$ cat config.mk
export PLATFORM = sky130hd
export DESIGN_NAME = mfm_flux_bit_decoder_core_flat
export DESIGN_NICKNAME = d
export VERILOG_FILES = /design/src/rtl/mfd_pkg.sv /design/src/rtl/mfd_if.sv /design/src/rtl/mfd_serial_div.sv /design/src/rtl/mfd_cell_logic.sv /design/src/rtl/mfm_flux_bit_decoder_core.sv /design/src/flat_wrapper.sv
export SDC_FILE = /design/constraint.sdc
export NUM_CORES = 1
export LEC_CHECK = 0
export CAP_MARGIN = 20
export CORE_MARGIN = 3
export CORE_UTILIZATION = 45
export DETAILED_ROUTE_END_ITERATION = 12
export DONT_BUFFER_PORTS = 1
export GPL_ROUTABILITY_DRIVEN = 0
export PLACE_DENSITY = 0.62
export SYNTH_ARGS = -nofsm -noshare
export SYNTH_HDL_FRONTEND = slang
export SYNTH_HIERARCHICAL = 1
export SYNTH_SLANG_ARGS = --single-unit
$ cat constraint.sdc
create_clock -name clock -period 7.7 [get_ports clock]
set_clock_uncertainty 0.2 [all_clocks]
set_input_delay 0.77 -clock clock [delete_from_list [all_inputs] [get_ports clock]]
set_output_delay 0.77 -clock clock [all_outputs]
set_load 0.01 [all_outputs]
$ cat src/rtl/mfd_pkg.sv
// Shared constants, types and helpers for the MFM flux bit decoder.
`default_nettype none

package mfd_pkg;

   // Sizes
   localparam int INTERVAL_BITS_DEF = 16;
   localparam int CLK_W             = 8;
   localparam int JIT_W             = 9;
   localparam int HIST_W            = 18;
   localparam int RUN_W             = 5;
   localparam int SYM_W             = 3;

   // Clock register
   localparam logic [CLK_W-1:0] CLOCK_X2_RESET = 8'd48;
   localparam logic [CLK_W-1:0] CLOCK_X2_MIN   = 8'd4;

   // Two-cell run thresholds
   localparam logic [RUN_W-1:0] RUN_SYNC = 5'd16;
   localparam logic [RUN_W-1:0] RUN_MAX  = 5'd31;

   // Sync patterns in the cell history (three bits per cell)
   localparam logic [HIST_W-1:0] SYNC_INDEX    = 18'o323434;
   localparam logic [HIST_W-1:0] SYNC_ID_LONG  = 18'o234343;
   localparam logic [14:0]       SYNC_ID_SHORT = 15'o24343;

   // Symbol codes
   localparam logic [SYM_W-1:0] SYM_ZERO  = 3'd0;
   localparam logic [SYM_W-1:0] SYM_ONE   = 3'd1;
   localparam logic [SYM_W-1:0] SYM_MZERO = 3'd2;
   localparam logic [SYM_W-1:0] SYM_RZERO = 3'd3;
   localparam logic [SYM_W-1:0] SYM_RONE  = 3'd4;
   localparam logic [SYM_W-1:0] SYM_BAD   = 3'd5;
   localparam logic [SYM_W-1:0] SYM_END   = 3'd6;

   // Control from the sequencer to the cell logic
   typedef struct packed {
      logic clear;
      logic commit;
      logic resync;
   } cell_ctrl_type;

   // One or two symbols from the cell logic
   typedef struct packed {
      logic             two_syms;
      logic [SYM_W-1:0] sym_a;
      logic [SYM_W-1:0] sym_b;
   } cell_result_type;

   // floor(n / 5) for n below 1020, by reciprocal multiply
   function automatic logic [CLK_W-1:0] div5(input logic [9:0] n);
      logic [17:0] prod;
      begin
         prod = 18'(n) * 18'd205;
         div5 = prod[17:10];
      end
   endfunction

endpackage

`default_nettype wire

$ cat src/rtl/mfd_if.sv
// Channel interfaces: flux interval in, symbol out, clock register write.
`default_nettype none

interface mfd_req_if #(
   parameter int INTERVAL_BITS = mfd_pkg::INTERVAL_BITS_DEF
);
   logic                     valid;
   logic                     ready;
   logic [INTERVAL_BITS-1:0] interval;
   logic                     resync;
   logic                     block_start;
   logic                     end_of_flux;

   modport source (output valid, interval, resync, block_start, end_of_flux, input ready);
   modport sink   (input valid, interval, resync, block_start, end_of_flux, output ready);
endinterface

interface mfd_rsp_if;
   logic                          valid;
   logic                          ready;
   logic [mfd_pkg::SYM_W-1:0]     symbol;
   logic                          last;

   modport source (output valid, symbol, last, input ready);
   modport sink   (input valid, symbol, last, output ready);
endinterface

interface mfd_csr_if;
   logic                          valid;
   logic                          ready;
   logic [mfd_pkg::CLK_W-1:0]     clock_x2;

   modport source (output valid, clock_x2, input ready);
   modport sink   (input valid, clock_x2, output ready);
endinterface

`default_nettype wire

$ cat src/rtl/mfd_serial_div.sv
// Bit-serial restoring divider: one quotient bit per cycle.
`default_nettype none

module mfd_serial_div #(
   parameter int DIVIDEND_BITS = mfd_pkg::INTERVAL_BITS_DEF + 1
) (
   input  logic                           clock,
   input  logic                           reset,
   input  logic                           start,
   input  logic [DIVIDEND_BITS-1:0]       dividend,
   input  logic [mfd_pkg::CLK_W-1:0]      divisor,
   output logic                           done,
   output logic [DIVIDEND_BITS-1:0]       quotient,
   output logic [mfd_pkg::CLK_W-1:0]      remainder
);

   localparam int CNT_W = $clog2(DIVIDEND_BITS + 1);

   logic [DIVIDEND_BITS-1:0]  acc_ff, acc_in;
   logic [mfd_pkg::CLK_W-1:0] rem_ff, rem_in;
   logic [mfd_pkg::CLK_W-1:0] den_ff, den_in;
   logic [CNT_W-1:0]          cnt_ff, cnt_in;
   logic                      busy_ff, busy_in;
   logic                      done_ff, done_in;
   logic [mfd_pkg::CLK_W:0]   trial;
   logic                      fits;

   // Trial subtract on the partial remainder with the next dividend bit
   assign trial = {rem_ff, acc_ff[DIVIDEND_BITS-1]};
   assign fits  = trial >= {1'b0, den_ff};

   always_comb begin
      acc_in  = acc_ff;
      rem_in  = rem_ff;
      den_in  = den_ff;
      cnt_in  = cnt_ff;
      busy_in = busy_ff;
      done_in = 1'b0;
      if (start) begin
         acc_in  = dividend;
         rem_in  = '0;
         den_in  = divisor;
         cnt_in  = CNT_W'(DIVIDEND_BITS);
         busy_in = 1'b1;
      end else if (busy_ff) begin
         // quotient bits shift in where dividend bits leave
         acc_in = {acc_ff[DIVIDEND_BITS-2:0], fits};
         rem_in = fits ? mfd_pkg::CLK_W'(trial - {1'b0, den_ff})
                       : trial[mfd_pkg::CLK_W-1:0];
         cnt_in = cnt_ff - CNT_W'(1);
         if (cnt_ff == CNT_W'(1)) begin
            busy_in = 1'b0;
            done_in = 1'b1;
         end
      end
   end

   always_ff @(posedge clock) begin
      if (reset) begin
         busy_ff <= 1'b0;
         done_ff <= 1'b0;
         cnt_ff  <= '0;
      end else begin
         busy_ff <= busy_in;
         done_ff <= done_in;
         cnt_ff  <= cnt_in;
      end
      acc_ff <= acc_in;
      rem_ff <= rem_in;
      den_ff <= den_in;
   end

   assign done      = done_ff;
   assign quotient  = acc_ff;
   assign remainder = rem_ff;

endmodule

`default_nettype wire

$ cat src/rtl/mfd_cell_logic.sv
// Phase, jitter, run and sync tracking; picks the symbols for one interval.
`default_nettype none

module mfd_cell_logic #(
   parameter int QUOT_BITS = mfd_pkg::INTERVAL_BITS_DEF + 1
) (
   input  logic                        clock,
   input  logic                        reset,
   input  mfd_pkg::cell_ctrl_type      ctrl,
   input  logic [mfd_pkg::CLK_W-1:0]   clk_cells,
   input  logic [QUOT_BITS-1:0]        quotient,
   input  logic [mfd_pkg::CLK_W-1:0]   remainder,
   output mfd_pkg::cell_result_type    result
);

   logic                               phase_ff, phase_in;
   logic signed [mfd_pkg::JIT_W-1:0]   jit_ff, jit_in;
   logic [mfd_pkg::HIST_W-1:0]         hist_ff, hist_in;
   logic [mfd_pkg::RUN_W-1:0]          run_ff, run_in;
   logic [mfd_pkg::CLK_W-1:0]          guard_lo_ff, guard_hi_ff;

   logic                               ph1, ph2, early;
   logic [mfd_pkg::CLK_W-1:0]          guard, margin;
   logic signed [10:0]                 lhs, rhs;
   logic [QUOT_BITS-1:0]               cells;
   logic [9:0]                         err, err_mag;
   logic                               is_two, run_clear;
   logic [mfd_pkg::RUN_W-1:0]          run_inc;
   logic [2:0]                         cap;
   logic [mfd_pkg::HIST_W-1:0]         hist_new;
   logic                               sync_hit;

   // Guard bands, 3/5 and 2/5 of the clock, refreshed every cycle
   always_ff @(posedge clock) begin
      guard_hi_ff <= mfd_pkg::div5(10'(clk_cells) * 10'd3);
      guard_lo_ff <= mfd_pkg::div5(10'(clk_cells) * 10'd2);
   end

   // Early transition test and rounded cell count
   always_comb begin
      ph1    = phase_ff ^ quotient[0];
      guard  = ph1 ? guard_hi_ff : guard_lo_ff;
      margin = clk_cells - guard;
      lhs    = $signed({3'b000, remainder}) + 11'(jit_ff);
      rhs    = $signed({3'b000, margin});
      early  = lhs > rhs;
      cells  = quotient + QUOT_BITS'(early);
      ph2    = ph1 ^ early;
      // phase error, halved towards zero
      err     = early ? {2'b00, remainder} - {2'b00, clk_cells} : {2'b00, remainder};
      err_mag = ~err + 10'd1;
   end

   // Run, history and symbol choice
   always_comb begin
      phase_in = phase_ff;
      jit_in   = jit_ff;
      hist_in  = hist_ff;
      run_in   = run_ff;
      result   = '{two_syms: 1'b0, sym_a: mfd_pkg::SYM_BAD, sym_b: mfd_pkg::SYM_ZERO};

      is_two    = cells == QUOT_BITS'(2);
      run_clear = !ctrl.resync || (!is_two && (run_ff < mfd_pkg::RUN_SYNC));
      run_inc   = (run_ff == mfd_pkg::RUN_MAX) ? run_ff : run_ff + 5'd1;
      cap       = (cells < QUOT_BITS'(7)) ? cells[2:0] : 3'd7;
      hist_new  = {hist_ff[mfd_pkg::HIST_W-4:0], cap};
      sync_hit  = (hist_new == mfd_pkg::SYNC_INDEX) || (hist_new == mfd_pkg::SYNC_ID_LONG)
                  || (hist_new[14:0] == mfd_pkg::SYNC_ID_SHORT);

      jit_in = err[9] ? $signed(9'd0 - err_mag[9:1]) : $signed(err[9:1]);
      run_in = run_clear ? '0 : run_inc;

      if (!run_clear && run_inc == mfd_pkg::RUN_SYNC && !ph2) begin
         // long preamble run: force clock phase, history untouched
         phase_in     = 1'b1;
         result.sym_a = mfd_pkg::SYM_RZERO;
      end else begin
         hist_in = hist_new;
         if (sync_hit && ph2) begin
            phase_in     = 1'b0;
            result.sym_a = mfd_pkg::SYM_RONE;
         end else begin
            phase_in = ph2;
            case (cells)
               QUOT_BITS'(2): begin
                  result.sym_a = ph2 ? mfd_pkg::SYM_ZERO : mfd_pkg::SYM_ONE;
               end
               QUOT_BITS'(3): begin
                  if (ph2) begin
                     result.two_syms = 1'b1;
                     result.sym_a    = mfd_pkg::SYM_ZERO;
                     result.sym_b    = mfd_pkg::SYM_ZERO;
                  end else begin
                     result.sym_a = mfd_pkg::SYM_ONE;
                  end
               end
               QUOT_BITS'(4): begin
                  result.two_syms = 1'b1;
                  result.sym_a    = (ph2 && ctrl.resync) ? mfd_pkg::SYM_MZERO
                                                         : mfd_pkg::SYM_ZERO;
                  result.sym_b    = ph2 ? mfd_pkg::SYM_ZERO : mfd_pkg::SYM_ONE;
               end
               default: begin
                  result.sym_a = mfd_pkg::SYM_BAD;
               end
            endcase
         end
      end
   end

   // Decoder state
   always_ff @(posedge clock) begin
      if (reset || ctrl.clear) begin
         phase_ff <= 1'b0;
         jit_ff   <= '0;
         hist_ff  <= '0;
         run_ff   <= '0;
      end else if (ctrl.commit) begin
         phase_ff <= phase_in;
         jit_ff   <= jit_in;
         hist_ff  <= hist_in;
         run_ff   <= run_in;
      end
   end

endmodule

`default_nettype wire

$ cat src/rtl/mfm_flux_bit_decoder_core.sv
// Top level of the MFM flux bit decoder: sequencer, held interval, symbol buffer.
//
//  channel  | dir | handshake         | payload
//  ---------+-----+-------------------+---------------------------------------------
//  req_ch   | in  | valid / ready     | interval, resync, block_start, end_of_flux
//  rsp_ch   | out | valid / ready     | symbol, last
//  csr_ch   | in  | valid / ready     | clock_x2
//
// An interval that is divided is accepted, then yields INTERVAL_BITS + 1 quotient bits
// at one per cycle in the serial divider; the sequencer sees the divider finish and then
// commits the symbols.
// A short interval that is held is only accepted; an end item goes to the end state.
// The commit and the end symbol wait while the two-entry symbol buffer holds symbols.
// Reset is synchronous; it clears the decoder state and sets clock_x2 to 48.
`default_nettype none

module mfm_flux_bit_decoder_core #(
   parameter int INTERVAL_BITS = mfd_pkg::INTERVAL_BITS_DEF
) (
   input  logic        clock,
   input  logic        reset,
   mfd_req_if.sink     req_ch,
   mfd_rsp_if.source   rsp_ch,
   mfd_csr_if.sink     csr_ch
);

   localparam int SUM_BITS = INTERVAL_BITS + 1;

   localparam logic [1:0] ST_IDLE = 2'd0;
   localparam logic [1:0] ST_DIV  = 2'd1;
   localparam logic [1:0] ST_FIN  = 2'd2;
   localparam logic [1:0] ST_END  = 2'd3;

   logic [1:0]                       state_ff, state_in;
   logic [mfd_pkg::CLK_W-1:0]        clock_x2_ff;
   logic                             held_valid_ff, held_valid_in;
   logic [INTERVAL_BITS-1:0]         held_iv_ff, held_iv_in;
   logic                             resync_ff;
   logic [mfd_pkg::SYM_W-1:0]        sym0_ff, sym0_in, sym1_ff, sym1_in;
   logic [1:0]                       cnt_ff, cnt_in;

   logic [mfd_pkg::CLK_W-1:0]        clk_cells;
   logic                             req_take, held_live, iv_short, div_start;
   logic [SUM_BITS-1:0]              sum;
   logic                             div_done;
   logic [SUM_BITS-1:0]              quotient;
   logic [mfd_pkg::CLK_W-1:0]        remainder;
   mfd_pkg::cell_ctrl_type           cell_ctrl;
   mfd_pkg::cell_result_type         cell_res;
   logic                             pop, push_end;

   // Clock register
   assign csr_ch.ready = 1'b1;
   always_ff @(posedge clock) begin
      if (reset) begin
         clock_x2_ff <= mfd_pkg::CLOCK_X2_RESET;
      end else if (csr_ch.valid) begin
         clock_x2_ff <= csr_ch.clock_x2;
      end
   end

   assign clk_cells = (clock_x2_ff < mfd_pkg::CLOCK_X2_MIN) ? mfd_pkg::CLOCK_X2_MIN
                                                            : clock_x2_ff;

   // Input acceptance and held short interval
   assign req_ch.ready = state_ff == ST_IDLE;
   assign req_take     = req_ch.valid && req_ch.ready;
   assign held_live    = held_valid_ff && !req_ch.block_start;
   assign iv_short     = req_ch.interval < INTERVAL_BITS'(clk_cells);
   assign sum          = SUM_BITS'(req_ch.interval)
                         + (held_live ? SUM_BITS'(held_iv_ff) : SUM_BITS'(0));
   assign div_start    = req_take && !req_ch.end_of_flux && (held_live || !iv_short);

   always_comb begin
      held_valid_in = held_valid_ff;
      held_iv_in    = held_iv_ff;
      if (req_take) begin
         if (req_ch.end_of_flux || div_start) begin
            held_valid_in = 1'b0;
         end else begin
            held_valid_in = 1'b1;
            held_iv_in    = req_ch.interval;
         end
      end
   end

   // Sequencer
   always_comb begin
      state_in = state_ff;
      case (state_ff)
         ST_IDLE: begin
            if (req_take && req_ch.end_of_flux) begin
               state_in = ST_END;
            end else if (div_start) begin
               state_in = ST_DIV;
            end
         end
         ST_DIV: begin
            if (div_done) state_in = ST_FIN;
         end
         ST_FIN, ST_END: begin
            if (cnt_ff == 2'd0) state_in = ST_IDLE;
         end
         default: state_in = ST_IDLE;
      endcase
   end

   always_ff @(posedge clock) begin
      if (reset) begin
         state_ff      <= ST_IDLE;
         held_valid_ff <= 1'b0;
      end else begin
         state_ff      <= state_in;
         held_valid_ff <= held_valid_in;
      end
      held_iv_ff <= held_iv_in;
      if (req_take) resync_ff <= req_ch.resync;
   end

   mfd_serial_div #(
      .DIVIDEND_BITS (SUM_BITS)
   ) u_div (
      .clock     (clock),
      .reset     (reset),
      .start     (div_start),
      .dividend  (sum),
      .divisor   (clk_cells),
      .done      (div_done),
      .quotient  (quotient),
      .remainder (remainder)
   );

   assign cell_ctrl.clear  = req_take && req_ch.block_start;
   assign cell_ctrl.commit = (state_ff == ST_FIN) && (cnt_ff == 2'd0);
   assign cell_ctrl.resync = resync_ff;

   mfd_cell_logic #(
      .QUOT_BITS (SUM_BITS)
   ) u_cell (
      .clock     (clock),
      .reset     (reset),
      .ctrl      (cell_ctrl),
      .clk_cells (clk_cells),
      .quotient  (quotient),
      .remainder (remainder),
      .result    (cell_res)
   );

   // Two-entry symbol buffer; filled only when empty
   assign pop      = rsp_ch.valid && rsp_ch.ready;
   assign push_end = (state_ff == ST_END) && (cnt_ff == 2'd0);

   always_comb begin
      sym0_in = sym0_ff;
      sym1_in = sym1_ff;
      cnt_in  = cnt_ff;
      if (pop) begin
         if (cnt_ff == 2'd2) begin
            sym0_in = sym1_ff;
            cnt_in  = 2'd1;
         end else begin
            cnt_in = 2'd0;
         end
      end
      if (cell_ctrl.commit) begin
         sym0_in = cell_res.sym_a;
         sym1_in = cell_res.sym_b;
         cnt_in  = cell_res.two_syms ? 2'd2 : 2'd1;
      end else if (push_end) begin
         sym0_in = mfd_pkg::SYM_END;
         cnt_in  = 2'd1;
      end
   end

   always_ff @(posedge clock) begin
      if (reset) begin
         cnt_ff <= 2'd0;
      end else begin
         cnt_ff <= cnt_in;
      end
      sym0_ff <= sym0_in;
      sym1_ff <= sym1_in;
   end

   assign rsp_ch.valid  = cnt_ff != 2'd0;
   assign rsp_ch.symbol = sym0_ff;
   assign rsp_ch.last   = cnt_ff == 2'd1;

endmodule

`default_nettype wire

$ cat src/flat_wrapper.sv
// flat-port wrapper written by rule: the top's interface ports become plain ports
module mfm_flux_bit_decoder_core_flat 
#(
   parameter int INTERVAL_BITS = mfd_pkg::INTERVAL_BITS_DEF
)
  (clock, reset, req_ch_valid, req_ch_interval, req_ch_resync, req_ch_block_start, req_ch_end_of_flux, req_ch_ready, rsp_ch_valid, rsp_ch_symbol, rsp_ch_last, rsp_ch_ready, csr_ch_valid, csr_ch_clock_x2, csr_ch_ready);
  mfd_req_if #(.INTERVAL_BITS(INTERVAL_BITS)) req_ch_i ();
  mfd_rsp_if rsp_ch_i ();
  mfd_csr_if csr_ch_i ();
  input  logic clock;
  input  logic reset;
  input wire logic [$bits(req_ch_i.valid)-1:0] req_ch_valid;
  input wire logic [$bits(req_ch_i.interval)-1:0] req_ch_interval;
  input wire logic [$bits(req_ch_i.resync)-1:0] req_ch_resync;
  input wire logic [$bits(req_ch_i.block_start)-1:0] req_ch_block_start;
  input wire logic [$bits(req_ch_i.end_of_flux)-1:0] req_ch_end_of_flux;
  output wire logic [$bits(req_ch_i.ready)-1:0] req_ch_ready;
  output wire logic [$bits(rsp_ch_i.valid)-1:0] rsp_ch_valid;
  output wire logic [$bits(rsp_ch_i.symbol)-1:0] rsp_ch_symbol;
  output wire logic [$bits(rsp_ch_i.last)-1:0] rsp_ch_last;
  input wire logic [$bits(rsp_ch_i.ready)-1:0] rsp_ch_ready;
  input wire logic [$bits(csr_ch_i.valid)-1:0] csr_ch_valid;
  input wire logic [$bits(csr_ch_i.clock_x2)-1:0] csr_ch_clock_x2;
  output wire logic [$bits(csr_ch_i.ready)-1:0] csr_ch_ready;
  assign req_ch_i.valid = req_ch_valid;
  assign req_ch_i.interval = req_ch_interval;
  assign req_ch_i.resync = req_ch_resync;
  assign req_ch_i.block_start = req_ch_block_start;
  assign req_ch_i.end_of_flux = req_ch_end_of_flux;
  assign req_ch_ready = req_ch_i.ready;
  assign rsp_ch_valid = rsp_ch_i.valid;
  assign rsp_ch_symbol = rsp_ch_i.symbol;
  assign rsp_ch_last = rsp_ch_i.last;
  assign rsp_ch_i.ready = rsp_ch_ready;
  assign csr_ch_i.valid = csr_ch_valid;
  assign csr_ch_i.clock_x2 = csr_ch_clock_x2;
  assign csr_ch_ready = csr_ch_i.ready;
  mfm_flux_bit_decoder_core #(.INTERVAL_BITS(INTERVAL_BITS)) u_core (.clock(clock), .reset(reset), .req_ch(req_ch_i), .rsp_ch(rsp_ch_i), .csr_ch(csr_ch_i));
endmodule
* Word-level counts from Yosys, hierarchy flattened
Cells that the tools add are included.
Cells by class: muxes and demuxes 43, $mul 3, $add $sub $neg 10, bitwise logic cells 7, $lt $le $gt $ge 6, reductions and logical operators 42, equality and inequality tests 17
Operators with widths (count):
- $eq A18 B17 Y1 const B | 2
- $eq A17 B2 Y1 const B | 2
- $mux W17 | 2
- $mux W8 | 3
- $mux W3 | 7
- $mux W5 | 4
- $mul A10 B8 Y18 const B | 1
- $mux W2 | 9
- $add A16 B17 Y17 | 1
- $add A17 B1 Y17 | 1
- $eq A17 B3 Y1 const B | 1
- $lt A17 B3 Y1 const B | 1
- $lt A16 B8 Y1 | 1
- $mul A8 B8 Y16 const B | 1
- $mux W16 | 1
- $sub A8 B8 Y8 | 2
- $eq A15 B14 Y1 const B | 1
- $logic_and A1 B1 Y1 | 14
- $mux W1 | 12
- $add A10 B1 Y10 const B | 1
- $add A9 B9 Y10 | 1
- $eq A5 B5 Y1 const B | 2
- $gt A10 B9 Y1 | 1
- $mul A8 B2 Y10 const B | 1
- other kinds (30) | 56
Word-level totals: output and inout port bits 7, register bits after elaboration 121, logic and storage cells 149, input bits 32

* Longest topological paths before layout
Gate-level depths: netlist of the first run.
depth after elaboration 15, depth in mapped cells 36, depth with buffers taken out 33

* Modules after synthesis
The synthesis of the first run kept the hierarchy.
Modules (own cells, without submodules):
- mfd_cell_logic | instances 1, cells each 750, area an instance 6652.6 um^2, sequential area each 900.9 um^2
- mfm_flux_bit_decoder_core | instances 1, cells each 262, area an instance 2442.3 um^2, sequential area each 950.9 um^2
- mfd_serial_div | instances 1, cells each 189, area an instance 2105.8 um^2, sequential area each 1051.0 um^2

* Worst setup path before layout of the first run
Ideal clock, no wire load.
path type register to register, from register u_core.u_div.acc_ff[0] (netlist: u_core/u_div/quotient[0]), to register u_core.cnt_ff[0], arrival 6620 ps, path slack 751 ps, data required time 7371 ps, library setup time 129 ps, stages on the path, launching flop included 36, period minus slack after synthesis 6949 ps, path buffers 3, cells stage by stage edfxtp_1 -> xor2_1 -> mux2_2 -> inv_1 -> ha_1 -> nor2b_1 -> o21ai_0 -> a21oi_1 -> o21ai_0 -> nand2b_1 -> a21o_1 -> a21oi_1 -> xnor2_1 -> ha_1 -> o21a_1 -> o22ai_1 -> a41oi_2 -> o21ai_2 -> buf_6 -> buf_2 -> inv_1 -> ha_1 -> ha_1 -> nand3_1 -> or3_2 -> o31ai_1 -> o211ai_2 -> or2_2 -> clkbuf_1 -> nor2_1 -> o21ai_0 -> a21oi_1 -> nor2b_1 -> o21ai_1 -> o21ai_0 -> nor2_1
RTL lines:
- from (decl) | line mfd_serial_div.sv:19 | logic [DIVIDEND_BITS-1:0] acc_ff, acc_in;
- from (signal assigned) | line mfd_serial_div.sv:68 | acc_ff <= acc_in;
- to (signal assigned) | line mfm_flux_bit_decoder_core.sv:179 | cnt_ff <= cnt_in;
- to (decl) | line mfm_flux_bit_decoder_core.sv:40 | logic [1:0] cnt_ff, cnt_in;

==> metrics.txt, run 1 <==
global-route wire length before repair approximately 42,000 microns; Core Util, Final 0.4943; drt pass-1 iters 5; Final Hold Fails 0; commonest non-fill, non-tap cell in the layout ha_1; Hold-fix buffers, CTS 0; Die Ht roughly 160 microns; Post-route DRC 0; Detailed Place HPWL 19,650 microns; ys async rst share 0; Port Buffers 0; cell family with most CP delay compound AO/OA/AOI/OAI gates; Worst R2R End u_core/cnt_ff[0]; mean post-synth cell area 9.326 sq um; f_max 0.1455 GHz; placed instance count 1,502; EDFF count, synth 48; Slowest Stage Delay on Critical Path 0.44 ns; Relative slew margins 0.5163; postcts setup bufs 0; Max Cap Viol 0; Final Instance Count excl. Fillers 1,533; RSZ-0062 raised after global routing no; initial antenna violation count 0; H-tree levels 4; worst hold stages 1; Area Overhead vs Synth 7.629%; CP max FO 7; Worst R2R Start u_core/u_div/quotient[0]; Synth Instances 1,201; root buffer cell clkbuf_16; grt ovf 0; Yosys top cell by area ha_1; routed wire length 24,970 microns; predominant post-synthesis flop cell dfxtp_1; Antenna Cells 0; most frequent cells in the layout ha_1 (162), inv_1 (125), nor2_1 (106), dfxtp_1 (73), a21oi_1 (63); sequential area share after synthesis 0.2592; arrival time worst endpoint 6.99 ns; Slew @ Worst Pin 0.7255 ns; Die X-Extent 163.8 microns; # IOs 39; maximum clock path buffer count 2; critical path class reg2reg; Slowest cell on crit path or3_2; status finished clean; vias about 8,500; synth unique cells around 100; vias in the first global route 8,378; Worst-Skew Late Latency between 0.4 and 0.5 ns; static leakage 5.499 nW; top cell type's share of synthesized area 0.1810; Worst Path Required between 7 and 8 ns; CTS buffer count 17; CTS resizes 0; Worst Hold Class in2reg; max-slew violations 0; Reg clk slew, reported paths 0.06 ns; startpoint types flop; Reg2Reg Setup Slack slightly above 0.8 ns; gr usage total 0.1942; Synth Register Bits 121; worst vdd ir 0.0003804 V; Final #Nets 1,430; row count 57; top cells by area, synth ha_1 (18%), dfxtp_1 (13%), edfxtp_1 (13%); share of cells above drive strength 1 0.09926; Hold Path Sink u_core/cnt_ff[0]; DR vias/cell ~5.6; core footprint 24,390 sq um; Worst setup EP type flop; DR WL/cell 16.29 microns; drt first-iter violations roughly 460; CTS tree yes; post-route minimum period roughly 6.9 ns; largest net degree at the start of global routing 46; Routed Antenna Nets 0; Final setup viols 0; initial core utilization 0.4592; Clock Sinks 121; Pwr Density 364.7 nW/um^2; synth warn 6; Post-Route Setup TNS 0 ns; final period utilization 0.8925; CP bufs+invs 3; FF-to-FF path depth 31; Mapped Area ~11,000 sq um; most used cell along the critical path ha_1; hold path startpoint reset; die area 26,820 sq um
## area by class of cell
cell class,count,area [sq um]
inverters,126,473.0
fillers,2289,12340
clock buffers,24,514.2
repair buffers,10,75.07
multi-input cells,921,7646
clock inverters,7,38.79
well taps,324,405.4
flip-flops and latches,121,2903
## sequential cells by signal, indices dropped and copies added, names as in the netlist, 3 cells and up
register	count
u_core/held_iv_ff	16
u_core/rsp_ch.symbol	3
u_core/u_cell/jit_ff	9
u_core/sym1_ff	3
u_core/u_div/cnt_ff	5
u_core/clock_x2_ff	8
u_core/u_div/den_ff	8
u_core/u_cell/guard_hi_ff	8
u_core/u_cell/hist_ff	15
u_core/u_cell/guard_lo_ff	7
u_core/u_cell/run_ff	5
u_core/u_div/remainder	8
u_core/u_div/quotient	17
## report_power, final
group / total, mW / internal (mW) / switching [mW] / leakage, nW
Sequential: 0.882 / 0.774 / 0.108 / 1.04
Clock: 0.744 / 0.462 / 0.282 / 0.276
Combinational: 2.77 / 1.14 / 1.63 / 4.18
## synthesized netlist by cell type (all sizes together), types with 8 or more instances
library cell and number:
and2 23, fa 39, o21bai 9, a31oi 9, xor2 29, nand3 31
or2 9, nand2b 17, nor2b 14, a211oi 11, o211ai 12, o21a 14
mux2i 32, nand4 13, inv 126, nand2 59, or3 8, nor3 19
buf 16, dfxtp 73, xnor2 42, a21oi 64, a21o 22, nor2 107
clkbuf 17, edfxtp 48, ha 162, mux2 22, o21ai 43
## stage by stage
step	instance area [sq um]	power [mW]	hold WS, ns	setup WS [ns]
after floorplan	11200	3.069	0.2291	0.7515
after global placement	11500	3.598	0.2473	1.024
after detailed placement	11500	3.638	0.2530	0.8467
after CTS	12060	4.406	0.1957	0.8339
after global routing	12060	4.797	0.1978	0.1369
final	12060	4.396	0.2159	0.8276
## layer usage
layer,wire [microns],vias to the layer above,track usage
met5,0,-,0
met4,391,0,0.05959
met3,816,25,0.02926
met2,12140,151,0.3385
met1,11620,4095,0.2482
li1,-,4276,-
## worst max-delay path by stage
stage / slack, ns / to / startpoint / depth (start not counted)
global placement: 1.02 / u_core/u_cell/guard_hi_ff[6] / u_core/clock_x2_ff[5] / 18
finish: 0.83 / u_core/cnt_ff[0] / u_core/u_div/quotient[0] / 31
detailed placement: 0.85 / u_core/u_cell/hist_ff[3] / u_core/u_div/quotient[0] / 28
CTS: 0.83 / u_core/u_cell/hist_ff[5] / u_core/u_div/quotient[0] / 28
floorplan: 0.75 / u_core/cnt_ff[0] / u_core/u_div/quotient[0] / 35
global route: 0.14 / u_core/cnt_ff[0] / u_core/clock_x2_ff[5] / 33
## cell families (layout without fill, tap and decap cells)
family | count (synthesis) | after routing | synth area share
and+or+nand+nor | 341 | 341 | 0.1604
AOI/OAI and AO/OA | 251 | 251 | 0.1632
adders and majority gates | 201 | 201 | 0.2507
buffers and inverters | 160 | 167 | 0.05965
DFF | 121 | 121 | 0.2592
xor gates and xnor gates | 71 | 71 | 0.05552
muxes | 54 | 54 | 0.05072
other | 2 | 3 | 0.0006705
No activity file was read; power rests on OpenSTA's default activity.
==> inputs of run 2 (changes only) <==
RECOVER_POWER = 50   (was not set)
==> metrics.txt, run 2 (synthesized netlist as in run 1, its figures left out) <==
clock share of power 0.169 (about the same); vias in the first global route 8,378 (unchanged); Post-Route Setup TNS 0 ns (unchanged); Die X-Extent 163.8 microns (unchanged); largest net degree at the start of global routing 46 (unchanged); static leakage 5.471 nW (-0.51%); die area 26,820 sq um (unchanged); CTS tree yes; Worst R2R End u_core/u_cell/guard_hi_ff[6]; f_max 0.1452 GHz (-0.21%); DR vias/cell 5.585 (+0.18%); Final #Nets 1,430 (unchanged); Final setup viols 0 (unchanged); H-tree levels 4 (unchanged); Pint 2.378 mW (about the same); drt pass-1 iters 5 (unchanged); final instance area 12,010 sq um (-0.39%); critical path class reg2reg; CP max FO 8 (+1); arrival time worst endpoint 6.99 ns (about the same); Antenna Cells 0 (unchanged); max reg flops 17 (unchanged); initial core utilization 0.4592 (unchanged); Post-route DRC 0 (unchanged); postcts setup bufs 0 (unchanged); Sw Share 0.4587 (about the same); Hold-fix buffers, CTS 0 (unchanged); Die Ht 163.8 microns (unchanged); Relative slew margins -0.4868 (-1.003); Reg clk slew, reported paths 0.06 ns (about the same); vias 8,562 (+0.18%); core footprint 24,390 sq um (unchanged); hold path startpoint reset; Pwr Density 365.9 nW/um^2 (+0.33%); commonest non-fill, non-tap cell in the layout ha_1; Slew @ Worst Pin 2.230 ns (+1.505 ns); grt ovf 0 (unchanged); maximum clock path buffer count 2 (unchanged); FF-to-FF path depth 22 (-29%); Worst R2R Start u_core/clock_x2_ff[3]; CTS buffer count 17 (unchanged); DR WL/cell 16.25 microns (-0.23%); Hold Path Sink u_core/cnt_ff[0]; Worst setup EP type flop; routed wire length 24,910 microns (-0.23%); Clock Sinks 121 (unchanged); P_sw 2.015 mW (about the same); Slowest Stage Delay on Critical Path 0.57 ns (+0.13 ns); placed instance count 1,502 (unchanged); Worst Path Required 7.80 ns (about the same); status finished with violations; worst vdd ir 0.0003805 V (about the same); Comb pwr share 0.630 (about the same); Final Instance Count excl. Fillers 1,533 (unchanged); startpoint types flop; gr usage total 0.1942 (unchanged); root buffer cell clkbuf_16; Worst-Skew Late Latency 0.42 ns (about the same); post-route minimum period 6.887 ns (+0.01426 ns); max-slew violations 46 (+46); Reg2Reg Setup Slack 0.81 ns (about the same); worst path cell trace clkbuf_1 -> inv_1 -> a21oi_1 -> inv_1 -> ha_1 -> fa_1 -> a31oi_1 -> o21bai_1 -> xor2_1 -> ha_1 -> fa_1 -> inv_1 -> fa_1 -> inv_1 -> fa_1 -> ha_1 -> a21o_1 -> a21oi_1 -> o21ai_0 -> o41ai_2 -> o21bai_1 -> xor2_1; row count 57 (unchanged); Port Buffers 0 (unchanged); # IOs 39 (unchanged); initial antenna violation count 0 (unchanged); share of cells above drive strength 1 0.08933 (-0.009926); global-route wire length before repair 41,630 microns (unchanged); failing checks capacitance limit, slew limit; Max Cap Viol 1 (+1); Worst Hold Class in2reg; final period utilization 0.8944 (+0.001852); Detailed Place HPWL 19,650 microns (unchanged); Routed Antenna Nets 0 (unchanged); Core Util, Final 0.4923 (-0.001950); drt first-iter violations 458 (unchanged); Slowest cell on crit path fa_1; RSZ-0062 raised after global routing no; most frequent cells in the layout ha_1 (162), inv_1 (126), nor2_1 (106), dfxtp_1 (73), a21oi_1 (63); Power, Total 4.393 mW (about the same); Area Overhead vs Synth 7.205%; Placed Area 11,500 sq um (unchanged); worst hold stages 1 (unchanged); Final Hold Fails 0 (unchanged); sequential power share 0.201 (about the same); CTS resizes 0 (unchanged)
-- run 2: changes by cell type in the layout (fill, tap and decap cells not counted), moves of 2 or more --
cell and delta:
clkbuf_1 +6, nor3_1 +2, nor3_2 -2, buf_4 -6
-- run 2: worst max-delay path by stage --
stage | startpoint | to | depth (start not counted)
global route | u_core/clock_x2_ff[3] | u_core/cnt_ff[0] | 34
global placement | u_core/clock_x2_ff[5] | u_core/u_cell/guard_hi_ff[6] | 18
floorplan | u_core/u_div/quotient[0] | u_core/cnt_ff[0] | 35
CTS | u_core/u_div/quotient[0] | u_core/u_cell/hist_ff[5] | 28
finish | u_core/clock_x2_ff[3] | u_core/u_cell/guard_hi_ff[6] | 22
detailed placement | u_core/u_div/quotient[0] | u_core/u_cell/hist_ff[3] | 28
-- run 2: cell type report --
type                       instances  area, sq um
timing repair buffer              10        52.55
clock buffer                      24        514.2
sequential                       121         2903
tap                              324        405.4
multi-input combinational        921         7621
clock inverter                     7        38.79
fill                            2297        12380
inverter                         126        473.0
-- run 2: metrics by stage --
| stage | setup WS [ns] | hold slack (ns) |
|---|---|---|
| after floorplan | 0.7515 | 0.2291 |
| after CTS | 0.8339 | 0.1957 |
| after global placement | 1.024 | 0.2473 |
| after global routing | 0.09523 | 0.1978 |
| final | 0.8133 | 0.2162 |
| after detailed placement | 0.8467 | 0.2530 |
-- run 2: critical path: cells and delay by family, from the launching register on --
family                   cells  cell delay [ns]
XOR/XNOR                     2             0.48
adder cells (fa/ha/maj)      7             2.88
AO/OA/AOI/OAI                8             1.94
buffers and inverters        5             0.85
flip-flops                   1             0.39
-- run 2: per-layer routing --
metal	up-vias	global-route usage	wire length, microns
met4	0	0.05959	381
li1	4276	-	-
met1	4105	0.2482	11540
met5	-	0	0
met3	23	0.02926	852
met2	158	0.3385	12140
-- run 2: power by group through the flow --
stage               logic, mW  clock network [mW]  registers, mW
floorplan                2.23                   0          0.843
global placement         2.71                   0          0.893
detailed placement       2.74                   0          0.894
CTS                      2.76               0.762          0.881
global route             3.11               0.788          0.895
finish                   2.77               0.744          0.882
==> inputs of run 3 (changes only) <==
clock period = 8.2 ns   (was 7.7 ns; I/O delays follow)
==> metrics.txt, run 3 (synthesized netlist as in run 1, its figures left out) <==
Slowest Stage Delay on Critical Path 0.73 ns (+0.16 ns); Die X-Extent 163.8 microns (unchanged); crit path to u_core/cnt_ff[0]; beginning of the critical path u_core/clock_x2_ff[6]; RSZ-0062 raised after global routing no; worst vdd ir 0.0002730 V (-28%); vias 8,525 (-0.43%); Post-Route Setup TNS 0 ns (unchanged); Slowest cell on crit path dfxtp_1; CTS resizes 0 (unchanged); clock share of power 0.179 (+0.010); post-route minimum period 7.149 ns (+0.2618 ns); die area 26,820 sq um (unchanged); CP max FO 20 (+12); arrival time worst endpoint 7.26 ns (+0.27 ns); max-slew violations 46 (unchanged); Area Overhead vs Synth 7.451%; Antenna Cells 0 (unchanged); largest net degree at the start of global routing 46 (unchanged); CTS buffer count 17 (unchanged); Comb pwr share 0.620 (-0.010); Post-route DRC 0 (unchanged); sequential power share 0.201 (about the same); initial core utilization 0.4592 (unchanged); f_max 0.1399 GHz (-3.7%); Pint 2.267 mW (-4.7%); drt pass-1 iters 5 (unchanged); Final setup viols 0 (unchanged); global-route wire length before repair 41,920 microns (+0.70%); static leakage 5.474 nW (about the same); DR vias/cell 5.568 (-0.30%); most frequent cells in the layout ha_1 (162), inv_1 (126), nor2_1 (106), dfxtp_1 (73), a21oi_1 (63); maximum clock path buffer count 2 (unchanged); Routed Antenna Nets 0 (unchanged); Detailed Place HPWL 19,330 microns (-1.7%); Port Buffers 0 (unchanged); H-tree levels 4 (unchanged); Max Cap Viol 1 (unchanged); Worst-Skew Late Latency 0.42 ns (about the same); # IOs 39 (unchanged); Worst setup EP type flop; drt first-iter violations 430 (-6.1%); P_sw 1.884 mW (-6.5%); Final #Nets 1,427 (-0.21%); row count 57 (unchanged); failing checks capacitance limit, slew limit; DR WL/cell 16.28 microns (+0.23%); Reg clk slew, reported paths 0.05 ns (about the same); postcts setup bufs 0 (unchanged); Reg2Reg Setup Slack 1.05 ns (+0.24 ns); Worst R2R End u_core/cnt_ff[0]; final period utilization 0.8718 (-0.02260); root buffer cell clkbuf_16; Sw Share 0.4539 (-0.004844); critical path class reg2reg; hold_ws 0.2635 ns (+0.04729 ns); Worst R2R Start u_core/clock_x2_ff[6]; commonest non-fill, non-tap cell in the layout ha_1; Hold-fix buffers, CTS 0 (unchanged); core footprint 24,390 sq um (unchanged); max reg flops 17 (unchanged); gr usage total 0.1940 (-0.0002254); vias in the first global route 8,450 (+0.86%); Worst Hold Class in2reg; grt ovf 0 (unchanged); startpoint types flop; Slew @ Worst Pin 2.252 ns (+0.02143 ns); FF-to-FF path depth 33 (+50%); Pwr Density 344.9 nW/um^2 (-5.7%); Worst Path Required 8.32 ns (+0.52 ns); CTS tree yes; status finished with violations; Die Ht 163.8 microns (unchanged); most used cell along the critical path ha_1; Clock Sinks 121 (unchanged); initial antenna violation count 0 (unchanged); Relative slew margins -0.5011 (-0.01429); share of cells above drive strength 1 0.09031 (+0.0009765); routed wire length 24,930 microns (about the same); Final Hold Fails 0 (unchanged)
==> run 3: cell count changes in the layout (fill, tap and decap cells not counted), sizes merged <==
cell	before	now
buf	4	3
bufinv	0	1
clkbuf	30	27
clkinv	5	4
clkinvlp	1	3
==> run 3: how the worst min path moves through the flow <==
stage,endpoint,cells after the start,startpoint
detailed placement,u_core/u_cell/jit_ff[4],2,u_core/u_cell/jit_ff[4]
global placement,u_core/u_cell/jit_ff[5],2,u_core/u_cell/jit_ff[5]
CTS,u_core/u_div/cnt_ff[0],1,reset
floorplan,u_core/u_cell/jit_ff[2],2,u_core/u_cell/jit_ff[2]
finish,u_core/cnt_ff[0],1,reset
global route,u_core/cnt_ff[0],1,reset
==> run 3: metrics by stage <==
step	instance area (sq um)	power (mW)	setup slack (ns)	utilization	std cells
after floorplan	11200	2.882	1.251	-	1202
after global placement	11480	3.375	1.214	0.4707	1499
after detailed placement	11480	3.405	1.064	0.4707	1499
after CTS	12080	4.178	1.052	0.4951	1531
after global routing	12040	4.560	0.3473	0.4934	1531
final	12040	4.151	1.051	0.4934	1531
==> run 3: final cells by class <==
cell class / instances / area (sq um)
clock buffers: 23 / 510.5
flip-flops and latches: 121 / 2903
repair buffers: 7 / 37.54
clock inverters: 9 / 86.33
multi-input cells: 921 / 7620
well taps: 324 / 405.4
inverters: 126 / 473.0
fillers: 2303 / 12360
==> run 3: metal layers <==
layer,vias to the layer above,GRT usage,share of wire
li1,4264,-,-
met1,4108,0.2544,0.47
met2,131,0.3326,0.48
met3,22,0.03153,0.032
met4,0,0.05152,0.014
met5,-,0,0
==> run 3: power by group through the flow <==
stage / Clock (mW) / Sequential, mW / Combinational (mW)
after floorplan: 0 / 0.792 / 2.09
after global placement: 0 / 0.843 / 2.53
after detailed placement: 0 / 0.845 / 2.56
after CTS: 0.765 / 0.833 / 2.58
after global routing: 0.790 / 0.847 / 2.92
final: 0.745 / 0.833 / 2.57
==> run 3: worst max-delay path, delay by kind of cell, from the launching register on <==
family                     cells  cell delay, ns
AOI/OAI and AO/OA             14            2.07
and+or+nand+nor                9            2.06
adders and majority gates      5            1.33
xor gates and xnor gates       1            0.14
DFF                            1            0.73
buffers and inverters          4            0.52
